==> src/vsp_pkg.sv <==
// Package: shared types and constants for the vertex screen projection block.
package vsp_pkg;

	typedef enum logic [3:0] {
		ST_IDLE,
		ST_W_HI,
		ST_W_LO,
		ST_W_SUM,
		ST_LIN,
		ST_N_MUL,
		ST_N_DIV,
		ST_N_WAIT,
		ST_V_LO,
		ST_V_HI,
		ST_V_SUM,
		ST_DONE
	} vsp_state_t;

	typedef enum logic [2:0] {
		REG_CENTER_X  = 3'd0,
		REG_CENTER_Y  = 3'd1,
		REG_CENTER_Z  = 3'd2,
		REG_FIT_SCALE = 3'd3,
		REG_VP_WIDTH  = 3'd4,
		REG_VP_HEIGHT = 3'd5
	} vsp_reg_t;

	typedef struct packed {
		logic busy;
		logic done;
	} vsp_div_stat_t;

	localparam int MUL_A_W = 36;
	localparam int MUL_B_W = 27;
	localparam int MUL_P_W = MUL_A_W + MUL_B_W;
	localparam int DIV_N_W = 64;
	localparam int DIV_D_W = 36;
	localparam int DIV_Q_W = 62;

	localparam logic [25:0] K_X = 26'd58359637;
	localparam logic [25:0] K_Y = 26'd17596093;
	localparam logic [25:0] K_Z = 26'd55643730;

	function automatic logic [25:0] ndc_gain(input logic [1:0] idx);
		logic [25:0] k;
		case (idx)
			2'd0: k = K_X;
			2'd1: k = K_Y;
			default: k = K_Z;
		endcase
		return k;
	endfunction

endpackage

==> src/vsp_mul.sv <==
// Shared signed multiplier with a registered product.
module vsp_mul
	import vsp_pkg::*;
(
	input  logic                      clk,
	input  logic signed [MUL_A_W-1:0] a,
	input  logic signed [MUL_B_W-1:0] b,
	output logic signed [MUL_P_W-1:0] p_q
);

	always_ff @(posedge clk) begin
		p_q <= a * b;
	end

endmodule

==> src/vsp_div.sv <==
// Iterative restoring divider, one quotient bit a cycle, signed truncating result.
module vsp_div
	import vsp_pkg::*;
(
	input  logic                      clk,
	input  logic                      arst_n,
	input  logic                      start,
	input  logic signed [DIV_N_W-1:0] num,
	input  logic signed [DIV_D_W-1:0] den,
	output logic signed [DIV_N_W-1:0] quot,
	output vsp_div_stat_t             stat
);

	logic [DIV_Q_W-1:0] qn_q;
	logic [DIV_D_W-1:0] dmag_q;
	logic [DIV_D_W-1:0] rem_q;
	logic               neg_q;
	logic [5:0]         cnt_q;
	logic               busy_q;
	logic               done_q;

	logic [DIV_N_W-1:0] num_mag;
	logic [DIV_D_W-1:0] den_mag;
	logic [DIV_D_W:0]   trial;
	logic               fits;

	always_comb begin
		num_mag = num[DIV_N_W-1] ? DIV_N_W'(-num) : DIV_N_W'(num);
		den_mag = den[DIV_D_W-1] ? DIV_D_W'(-den) : DIV_D_W'(den);
		trial   = {rem_q, qn_q[DIV_Q_W-1]};
		fits    = trial >= {1'b0, dmag_q};
	end

	always_ff @(posedge clk or negedge arst_n) begin
		if (!arst_n) begin
			busy_q <= 1'b0;
			done_q <= 1'b0;
			cnt_q  <= '0;
		end else begin
			done_q <= 1'b0;
			if (start) begin
				busy_q <= 1'b1;
				cnt_q  <= 6'(DIV_Q_W);
			end else if (busy_q) begin
				cnt_q <= cnt_q - 6'd1;
				if (cnt_q == 6'd1) begin
					busy_q <= 1'b0;
					done_q <= 1'b1;
				end
			end
		end
	end

	always_ff @(posedge clk) begin
		if (start) begin
			qn_q   <= num_mag[DIV_Q_W-1:0];
			dmag_q <= den_mag;
			rem_q  <= '0;
			neg_q  <= num[DIV_N_W-1] ^ den[DIV_D_W-1];
		end else if (busy_q) begin
			rem_q <= fits ? DIV_D_W'(trial - {1'b0, dmag_q}) : trial[DIV_D_W-1:0];
			qn_q  <= {qn_q[DIV_Q_W-2:0], fits};
		end
	end

	always_comb begin
		quot = neg_q ? -$signed({2'b00, qn_q}) : $signed({2'b00, qn_q});
		stat.busy = busy_q;
		stat.done = done_q;
	end

endmodule

==> src/vertex_screen_projection.sv <==
// Top level: vertex transform, perspective divide and viewport under a sequencer.
//
//  channel | dir | handshake              | payload
//  s       | in  | s_tvalid / s_tready    | s_tdata: obj_x, obj_y, obj_z; s_tuser: first_of_mesh
//  m       | out | m_tvalid / m_tready    | m_tdata: screen_x, screen_y, depth, min, max
//  cfg     | in  | cfg_valid / cfg_ready  | cfg_index, cfg_data
//
// One vertex runs the world multiplies, a linear step, then per axis the multiply/issue steps,
// a wait on the divider and the viewport steps, then an output step and an idle step. The
// 62-bit restoring divider, run three times, takes most of a vertex's time. A new vertex is
// only accepted in the idle step, so one vertex leaves the sequencer before the next enters.
// arst_n clears the sequencer, output valid, registers to their reset values and
// the depth extremes. A stalled result waits in the output register while the
// next vertex is accepted; the sequencer holds in its last step if it is still full.
module vertex_screen_projection
	import vsp_pkg::*;
(
	input  logic        clk,
	input  logic        arst_n,
	input  logic        s_tvalid,
	output logic        s_tready,
	input  logic [95:0] s_tdata,   // obj_x[31:0], obj_y[63:32], obj_z[95:64]
	input  logic [0:0]  s_tuser,   // first_of_mesh[0]
	output logic        m_tvalid,
	input  logic        m_tready,
	output logic [71:0] m_tdata,   // screen_x, screen_y, screen_depth, min, max, zero pad
	input  logic        cfg_valid,
	output logic        cfg_ready,
	input  logic [2:0]  cfg_index,
	input  logic [31:0] cfg_data
);

	localparam logic signed [63:0] W_MAX   = 64'sd2147483647;
	localparam logic signed [63:0] W_MIN   = -64'sd2147483648;
	localparam logic signed [63:0] NDC_MAX = 64'sd2199023255552;
	localparam logic signed [63:0] NDC_MIN = -64'sd2199023255552;

	vsp_state_t state_q, state_d;

	logic signed [31:0] center_q [3];
	logic [31:0]        fit_scale_q;
	logic [13:0]        vp_w_q, vp_h_q;

	logic signed [31:0] obj_q [3];
	logic               first_q;
	logic [1:0]         idx_q;
	logic signed [31:0] world_q [3];
	logic signed [35:0] num_q [3];
	logic signed [35:0] den_q;
	logic signed [63:0] acc_q;
	logic signed [42:0] ndc_q;
	logic signed [15:0] res_q [3];
	logic signed [10:0] dmin_q, dmax_q;
	logic               m_tvalid_q;
	logic [71:0]        m_tdata_q;

	logic signed [MUL_A_W-1:0] mul_a;
	logic signed [MUL_B_W-1:0] mul_b;
	logic signed [MUL_P_W-1:0] mul_p;
	logic                      div_start;
	logic signed [DIV_N_W-1:0] div_q;
	vsp_div_stat_t             div_stat;

	logic signed [32:0] diff;
	logic signed [63:0] prod;
	logic signed [63:0] low_t;
	logic signed [63:0] wsum;
	logic signed [31:0] world_new;
	logic signed [35:0] wx, wy, wz;
	logic signed [35:0] lin_a, lin_b, lin_s;
	logic signed [42:0] ndc_new;
	logic signed [42:0] tpos;
	logic [13:0]        vp_size;
	logic signed [63:0] vsum;
	logic signed [63:0] vtr;
	logic signed [15:0] scr_new;
	logic               out_free;
	logic signed [10:0] dz;
	logic signed [10:0] nmin, nmax;

	vsp_mul u_mul (
		.clk (clk),
		.a   (mul_a),
		.b   (mul_b),
		.p_q (mul_p)
	);

	vsp_div u_div (
		.clk    (clk),
		.arst_n (arst_n),
		.start  (div_start),
		.num    (64'(mul_p)),
		.den    (den_q),
		.quot   (div_q),
		.stat   (div_stat)
	);

	assign out_free  = !m_tvalid_q || m_tready;
	assign s_tready  = (state_q == ST_IDLE);
	assign cfg_ready = 1'b1;
	assign m_tvalid  = m_tvalid_q;
	assign m_tdata   = m_tdata_q;

	// next state
	always_comb begin
		state_d = state_q;
		case (state_q)
			ST_IDLE:   if (s_tvalid) state_d = ST_W_HI;
			ST_W_HI:   state_d = ST_W_LO;
			ST_W_LO:   state_d = ST_W_SUM;
			ST_W_SUM:  state_d = (idx_q == 2'd2) ? ST_LIN : ST_W_HI;
			ST_LIN:    state_d = ST_N_MUL;
			ST_N_MUL:  state_d = ST_N_DIV;
			ST_N_DIV:  state_d = ST_N_WAIT;
			ST_N_WAIT: if (div_stat.done) state_d = ST_V_LO;
			ST_V_LO:   state_d = ST_V_HI;
			ST_V_HI:   state_d = ST_V_SUM;
			ST_V_SUM:  state_d = (idx_q == 2'd2) ? ST_DONE : ST_N_MUL;
			ST_DONE:   if (out_free) state_d = ST_IDLE;
			default:   state_d = ST_IDLE;
		endcase
	end

	// datapath selection
	always_comb begin
		diff    = 33'(obj_q[idx_q]) - 33'(center_q[idx_q]);
		prod    = 64'(mul_p);
		low_t   = (prod >>> 16) + ((prod < 0 && prod[15:0] != 16'd0) ? 64'sd1 : 64'sd0);
		wsum    = acc_q + low_t;
		world_new = (wsum > W_MAX) ? 32'sh7fffffff :
			(wsum < W_MIN) ? 32'sh80000000 : 32'(wsum);

		wx    = 36'(world_q[0]);
		wy    = 36'(world_q[1]);
		wz    = 36'(world_q[2]);
		lin_a = (wx <<< 1) + wx - wz;
		lin_b = (wy <<< 3) + (wy <<< 1) - wx - (wz <<< 1) - wz;
		lin_s = wx + wy + (wz <<< 1) + wz;

		if (den_q == 36'sd0)
			ndc_new = (num_q[idx_q] > 0) ? 43'(NDC_MAX) :
				(num_q[idx_q] < 0) ? 43'(NDC_MIN) : 43'sd0;
		else
			ndc_new = (div_q > NDC_MAX) ? 43'(NDC_MAX) :
				(div_q < NDC_MIN) ? 43'(NDC_MIN) : 43'(div_q);

		tpos = ndc_q + 43'sd16777216;
		case (idx_q)
			2'd0:    vp_size = vp_w_q;
			2'd1:    vp_size = vp_h_q;
			default: vp_size = 14'd255;
		endcase
		vsum = (prod <<< 25) + acc_q;
		vtr  = (vsum >>> 25) + ((vsum < 0 && vsum[24:0] != 25'd0) ? 64'sd1 : 64'sd0);
		if (idx_q == 2'd2)
			scr_new = (vtr > 64'sd1023) ? 16'sd1023 :
				(vtr < -64'sd1024) ? -16'sd1024 : 16'(vtr);
		else
			scr_new = (vtr > 64'sd32767) ? 16'sh7fff :
				(vtr < -64'sd32768) ? 16'sh8000 : 16'(vtr);

		dz   = 11'(res_q[2]);
		nmin = (first_q || dz < dmin_q) ? dz : dmin_q;
		nmax = (first_q || dz > dmax_q) ? dz : dmax_q;
	end

	// sequencer outputs: multiplier operands and divider start
	always_comb begin
		mul_a     = '0;
		mul_b     = '0;
		div_start = 1'b0;
		case (state_q)
			ST_W_HI: begin
				mul_a = MUL_A_W'(diff);
				mul_b = $signed({11'd0, fit_scale_q[31:16]});
			end
			ST_W_LO: begin
				mul_a = MUL_A_W'(diff);
				mul_b = $signed({11'd0, fit_scale_q[15:0]});
			end
			ST_N_MUL: begin
				mul_a = num_q[idx_q];
				mul_b = $signed({1'b0, ndc_gain(idx_q)});
			end
			ST_N_DIV: div_start = 1'b1;
			ST_V_LO: begin
				mul_a = $signed({11'd0, tpos[24:0]});
				mul_b = $signed({13'd0, vp_size});
			end
			ST_V_HI: begin
				mul_a = MUL_A_W'($signed(tpos[42:25]));
				mul_b = $signed({13'd0, vp_size});
			end
			default: begin
				mul_a = '0;
			end
		endcase
	end

	always_ff @(posedge clk or negedge arst_n) begin
		if (!arst_n) begin
			state_q     <= ST_IDLE;
			idx_q       <= '0;
			m_tvalid_q  <= 1'b0;
			dmin_q      <= 11'sd1023;
			dmax_q      <= -11'sd1024;
			center_q[0] <= '0;
			center_q[1] <= '0;
			center_q[2] <= '0;
			fit_scale_q <= 32'd65536;
			vp_w_q      <= 14'd800;
			vp_h_q      <= 14'd800;
		end else begin
			state_q <= state_d;
			if (cfg_valid) begin
				case (cfg_index)
					REG_CENTER_X:  center_q[0] <= cfg_data;
					REG_CENTER_Y:  center_q[1] <= cfg_data;
					REG_CENTER_Z:  center_q[2] <= cfg_data;
					REG_FIT_SCALE: fit_scale_q <= cfg_data;
					REG_VP_WIDTH:  vp_w_q      <= cfg_data[13:0];
					REG_VP_HEIGHT: vp_h_q      <= cfg_data[13:0];
					default: ;
				endcase
			end
			if (state_q == ST_DONE && out_free)
				m_tvalid_q <= 1'b1;
			else if (m_tready)
				m_tvalid_q <= 1'b0;
			case (state_q)
				ST_IDLE:  idx_q <= '0;
				ST_W_SUM: idx_q <= (idx_q == 2'd2) ? 2'd0 : idx_q + 2'd1;
				ST_V_SUM: idx_q <= (idx_q == 2'd2) ? 2'd0 : idx_q + 2'd1;
				ST_DONE: begin
					if (out_free) begin
						dmin_q     <= nmin;
						dmax_q     <= nmax;
					end
				end
				default: ;
			endcase
		end
	end

	always_ff @(posedge clk) begin
		case (state_q)
			ST_IDLE: begin
				obj_q[0] <= s_tdata[31:0];
				obj_q[1] <= s_tdata[63:32];
				obj_q[2] <= s_tdata[95:64];
				first_q  <= s_tuser[0];
			end
			ST_W_LO:   acc_q <= prod;
			ST_W_SUM:  world_q[idx_q] <= world_new;
			ST_LIN: begin
				num_q[0] <= lin_a;
				num_q[1] <= lin_b;
				num_q[2] <= lin_s;
				den_q    <= 36'sd720896 - lin_s;
			end
			ST_N_WAIT: ndc_q <= ndc_new;
			ST_V_HI:   acc_q <= prod;
			ST_V_SUM:  res_q[idx_q] <= scr_new;
			ST_DONE: begin
				if (out_free)
					m_tdata_q <= {7'd0, nmax, nmin, dz, res_q[1], res_q[0]};
			end
			default: ;
		endcase
	end

	a_busy_after_accept: assert property (@(posedge clk) disable iff (!arst_n)
		s_tvalid && s_tready |=> !s_tready)
		else $error("input accepted again without a full pass");

	a_min_le_max: assert property (@(posedge clk) disable iff (!arst_n)
		m_tvalid |-> $signed(m_tdata[53:43]) <= $signed(m_tdata[64:54]))
		else $error("running depth min exceeds max");

	a_div_done_wait: assert property (@(posedge clk) disable iff (!arst_n)
		div_stat.done |-> state_q == ST_N_WAIT)
		else $error("divider finished outside its wait step");

	a_div_idle_start: assert property (@(posedge clk) disable iff (!arst_n)
		div_start |-> !div_stat.busy)
		else $error("divider restarted while busy");

endmodule

==> config.mk <==
export PLATFORM = sky130hd
export DESIGN_NAME = vertex_screen_projection
export DESIGN_NICKNAME = d
export VERILOG_FILES = /design/src/vsp_pkg.sv /design/src/vsp_mul.sv /design/src/vsp_div.sv /design/src/vertex_screen_projection.sv
export SDC_FILE = /design/constraint.sdc
export NUM_CORES = 2
export LEC_CHECK = 0
export ABC_AREA = 1
export BUFFER_PORTS_ARGS = -buffer_cell sky130_fd_sc_hd__buf_4
export CAP_MARGIN = 20
export CELL_PAD_IN_SITES_DETAIL_PLACEMENT = 0
export CELL_PAD_IN_SITES_GLOBAL_PLACEMENT = 2
export CORE_MARGIN = 3
export CORE_UTILIZATION = 25
export DETAILED_ROUTE_END_ITERATION = 16
export GPL_ROUTABILITY_DRIVEN = 0
export PLACE_DENSITY = 0.63
export SYNTH_ARGS = -nofsm -noshare
export SYNTH_HDL_FRONTEND = slang
export SYNTH_SLANG_ARGS = --single-unit
export TNS_END_PERCENT = 100
==> constraint.sdc <==
create_clock -name clk -period 20 [get_ports clk]
set_clock_uncertainty 0.1 [all_clocks]
set_input_delay 1 -clock clk [delete_from_list [all_inputs] [get_ports clk]]
set_output_delay 1 -clock clk [all_outputs]
set_load 0.1 [all_outputs]
==> summary by stage <==
Worst setup path
For flop-to-flop paths, the worst setup slack is 6.77 ns. STA puts the critical path data required time at ~20 ns. For this design, the slowest cell found on the critical path is buf_4. The worst register-to-register path begins at idx_q[0]. The worst path arrival time is roughly 14 ns.

The number of cells on the worst reg-to-reg path is 45. The critical path starts at idx_q[0]. The peak fanout along the critical path is 55. STA classifies the critical path startpoint as a register. Counting stages on the worst path, the most repeated cell is inv_1.

The largest single stage delay on the critical path is 0.66 ns. The type of destination of the critical path is a register. The critical path in this run is classified as reg -> reg.

Floorplan
The die is 619 um wide. roughly 210 I/O pins were placed. The floorplan step defined a core boundary enclosing between 300000 and 400000 um^2. In this run the vertical extent of the chip is slightly above 600 um.

The die footprint is between 300000 and 400000 um^2. The row count is 224. The effective utilization at floorplan is 25.2%.

Power
Power spread over the standard cell area amounts to around 50 nW/um^2. The highest ir drop seen on vdd is about 68 uV. The total leakage power is 50.3 nW. Power comes to approximately 0.0054 W.

Drt
The detail-routed net length per standard cell is approximately 22 um. In the routed design, unresolved DRC markers number 0. The number of vias per cell is roughly 4.6. The via count is between 70000 and 80000.

The detail route stage leaves a number of antenna-violating nets equal to 0. The first-pass iteration count of the detailed router is 7. The detailed router's first-iteration violation count is about 5400.

The wire length reported by the detailed router is 365000 um.

Timing
In the final timing run, aggregate negative setup slack is 0 ns. Hold timing on the final database bottoms out at a slack of about 0.083 ns. The number of pins exceeding their max-slew limit in the final report is 0.

The final period utilization is 66.1%. The transition time of the tightest slew-check pin is 1.16 ns. For this run, the top clock speed supported by timing is between 0.07 and 0.08 GHz. Setup violations remaining at the end of the flow were counted as 0. The worst pin sits at a relative slew slack of 22.4%.

Setup repair after global routing left no endpoint under its margin. The number of hold violations in the final report is 0. The clock period could shrink to around 13 ns.

Final layout
The post-route netlist has approximately 6.2% of its cells at a drive strength greater than 1. Measured on the finished design, the core utilization comes to 28.4%. In the layout the commonest cells are 2538 x nand2_1, 2296 x inv_1, 1094 x fa_1. The area of all sequential standard cells is between 20000 and 30000 um^2.

The fill cell total of the finished layout is between 40000 and 50000. The net count reported at finish is between 10000 and 15000. The count of cells in the finished layout, fillers not included, comes to 16600. The area occupied by multi-input gates is between 50000 and 60000 um^2.

The commonest non-fill, non-tap cell in the layout is nand2_1. The layout overhead on the synthesized area is 12.8%.

Yosys
The sequential area share after synthesis is 27.9%. The synthesized netlist occupies a cell area of 94100 um^2. Synthesis produced between 10000 and 15000 cells. The synthesized design contains 938 register bits. The share of flip-flops with an asynchronous set or reset is between 20% and 30%. The mean cell area of the mapped netlist is a little over 8 um^2. The number of distinct standard cells referenced by the synthesized netlist is between 60 and 70.

In the synthesized netlist the dominant register cell turns out to be edfxtp_1. The count of flip-flops with a built-in enable after synthesis is between 600 and 700. For this run, the number of Yosys warnings is 0.

Job
The max-capacitance violation count is 0.

Clock tree
The maximum buffer depth of the clock tree is 4. The total setup buffers inserted after CTS is 0. The TritonCTS clock tree is yes. After clock tree synthesis, the clock-pin slew on the worst setup and hold paths is 0.06 ns. The H-tree depth reported by CTS is 3.

At the later pin of the worst-skew pair, clock insertion delay measures a little under 0.9 ns. The root buffer cell is clkbuf_16. The TritonCTS sink count is 938. Gates resized during post-CTS repair numbered 0. Hold repair after CTS inserted 0 buffers. In this run, CTS created clock tree buffers numbering roughly 120.

Placement
During placement, the flow inserted port buffers numbering 203. The post-DP HPWL is 305000 um. The instance count after placement with tap cells included is 16400.

Global route
In the global route stage, overall resource usage came out at about a fifth. The wire length of the first global-routing pass is approximately 540000 um. The via count of the first global-routing pass came to between 70000 and 80000. The number of antenna violations at the first check in global routing is 22. The largest net degree at the start of global routing is roughly 110. Global routing finished with a remaining overflow of 0.

Outcome
The flow ran to the end, and the final reports show no timing, DRC or antenna violations.

Min path
The path class of the tightest hold or removal check is in -> async.
-- stage by stage --
step           instance area (um^2)  setup slack, ns
2_1_floorplan                 94100             9.11
6_report                     106000             6.77
3_5_place_dp                 102000             6.37
4_1_cts                      106000             6.25
3_3_place_gp                 102000             6.41
5_1_grt                      106000             5.92
-- cells by family after synthesis --
family	Yosys count	synth area share (%)
AO/OA/AOI/OAI	1413	8.46
XOR/XNOR	471	4.39
adder cells (fa/ha/maj)	1608	30.1
buffers and inverters	2584	10.4
flip-flops	938	27.9
other	2	0.00798
AND/OR/NAND/NOR	4289	18.7
-- critical path: cells and delay by family (launching register included) --
family	cells	cell delay, ns
adder cells (fa/ha/maj)	9	4.45
AO/OA/AOI/OAI	17	4.23
buffers and inverters	11	2.51
AND/OR/NAND/NOR	7	0.94
flip-flops	1	0.64
XOR/XNOR	1	0.12
-- Yosys cell counts (19+ instances only) --
| cell | n | share of area (%) |
|---|---|---|
| a21boi_0 | 22 | 0.18 |
| a21o_1 | 22 | 0.18 |
| a21oi_1 | 522 | 2.8 |
| a221oi_1 | 21 | 0.20 |
| a22o_1 | 34 | 0.32 |
| a31oi_1 | 73 | 0.49 |
| buf_1 | 21 | 0.084 |
| buf_2 | 20 | 0.11 |
| clkbuf_1 | 205 | 0.82 |
| dfrtp_1 | 175 | 4.7 |
| dfxtp_1 | 99 | 2.1 |
| edfxtp_1 | 646 | 21 |
| fa_1 | 1094 | 23 |
| ha_1 | 514 | 6.8 |
| inv_1 | 2299 | 9.2 |
| nand2_1 | 2541 | 10 |
| nand2_2 | 37 | 0.25 |
| nand3_1 | 310 | 1.6 |
| nand4_1 | 128 | 0.85 |
| nor2_1 | 1007 | 4.0 |
| nor2_2 | 24 | 0.16 |
| nor3_1 | 87 | 0.46 |
| nor4_1 | 75 | 0.50 |
| o211ai_1 | 47 | 0.38 |
| o21a_1 | 27 | 0.22 |
| o21ai_0 | 523 | 2.8 |
| o21ai_1 | 29 | 0.15 |
| o21bai_1 | 19 | 0.15 |
| or2_2 | 20 | 0.13 |
| xnor2_1 | 176 | 1.6 |
| xor2_1 | 295 | 2.7 |
-- report_power, final --
part | leakage [nW] | internal (W) | switching, W
combinational | 39.2 | 0.000314 | 0.000512
clock | 1.89 | 0.00127 | 0.000919
sequential | 9.23 | 0.00221 | 0.000124
total | 50.3 | 0.00380 | 0.00155
-- cell type report --
cell class | count | share of cell area, %
inverters | 2323 | 8.22
well taps | 4972 | 5.86
multi-input cells | 7789 | 54.9
diodes | 6 | 0.0142
clock buffers | 147 | 3.01
flip-flops and latches | 938 | 24.7
clock inverters | 65 | 0.653
repair buffers | 360 | 2.65
-- state kept, by name, summed over array words and instances (netlist names), 11 cells and up --
register,flops
u_div.qn_q,62
vp_h_q,14
m_tdata,65
ndc_q,43
dmax_q,11
acc_q,63
dmin_q,11
u_div.dmag_q,36
u_mul.p_q,63
world_q,96
obj_q,96
center_q,96
vp_w_q,14
u_div.rem_q,36
res_q,43
den_q,36
num_q,104
fit_scale_q,32
-- routing by layer --
layer	vias to the layer above	share of wire (%)	global-route usage (%)
met2	1976	46	31.1
met1	37900	45	25.9
met3	395	4.9	2.18
met4	2	3.2	5.38
met5	-	0.0027	0
li1	35800	-	-
-- path summary, 6_finish.rpt --
check                                end
setup / recovery           u_mul.p_q[62]
setup reg to reg           u_mul.p_q[62]
min in group clk            obj_q[2][14]
max in group asynchronous   center_q[91]
hold / removal                dmin_q[10]
hold reg to reg               m_tdata[4]
No activity file was read; power rests on OpenSTA's default activity.
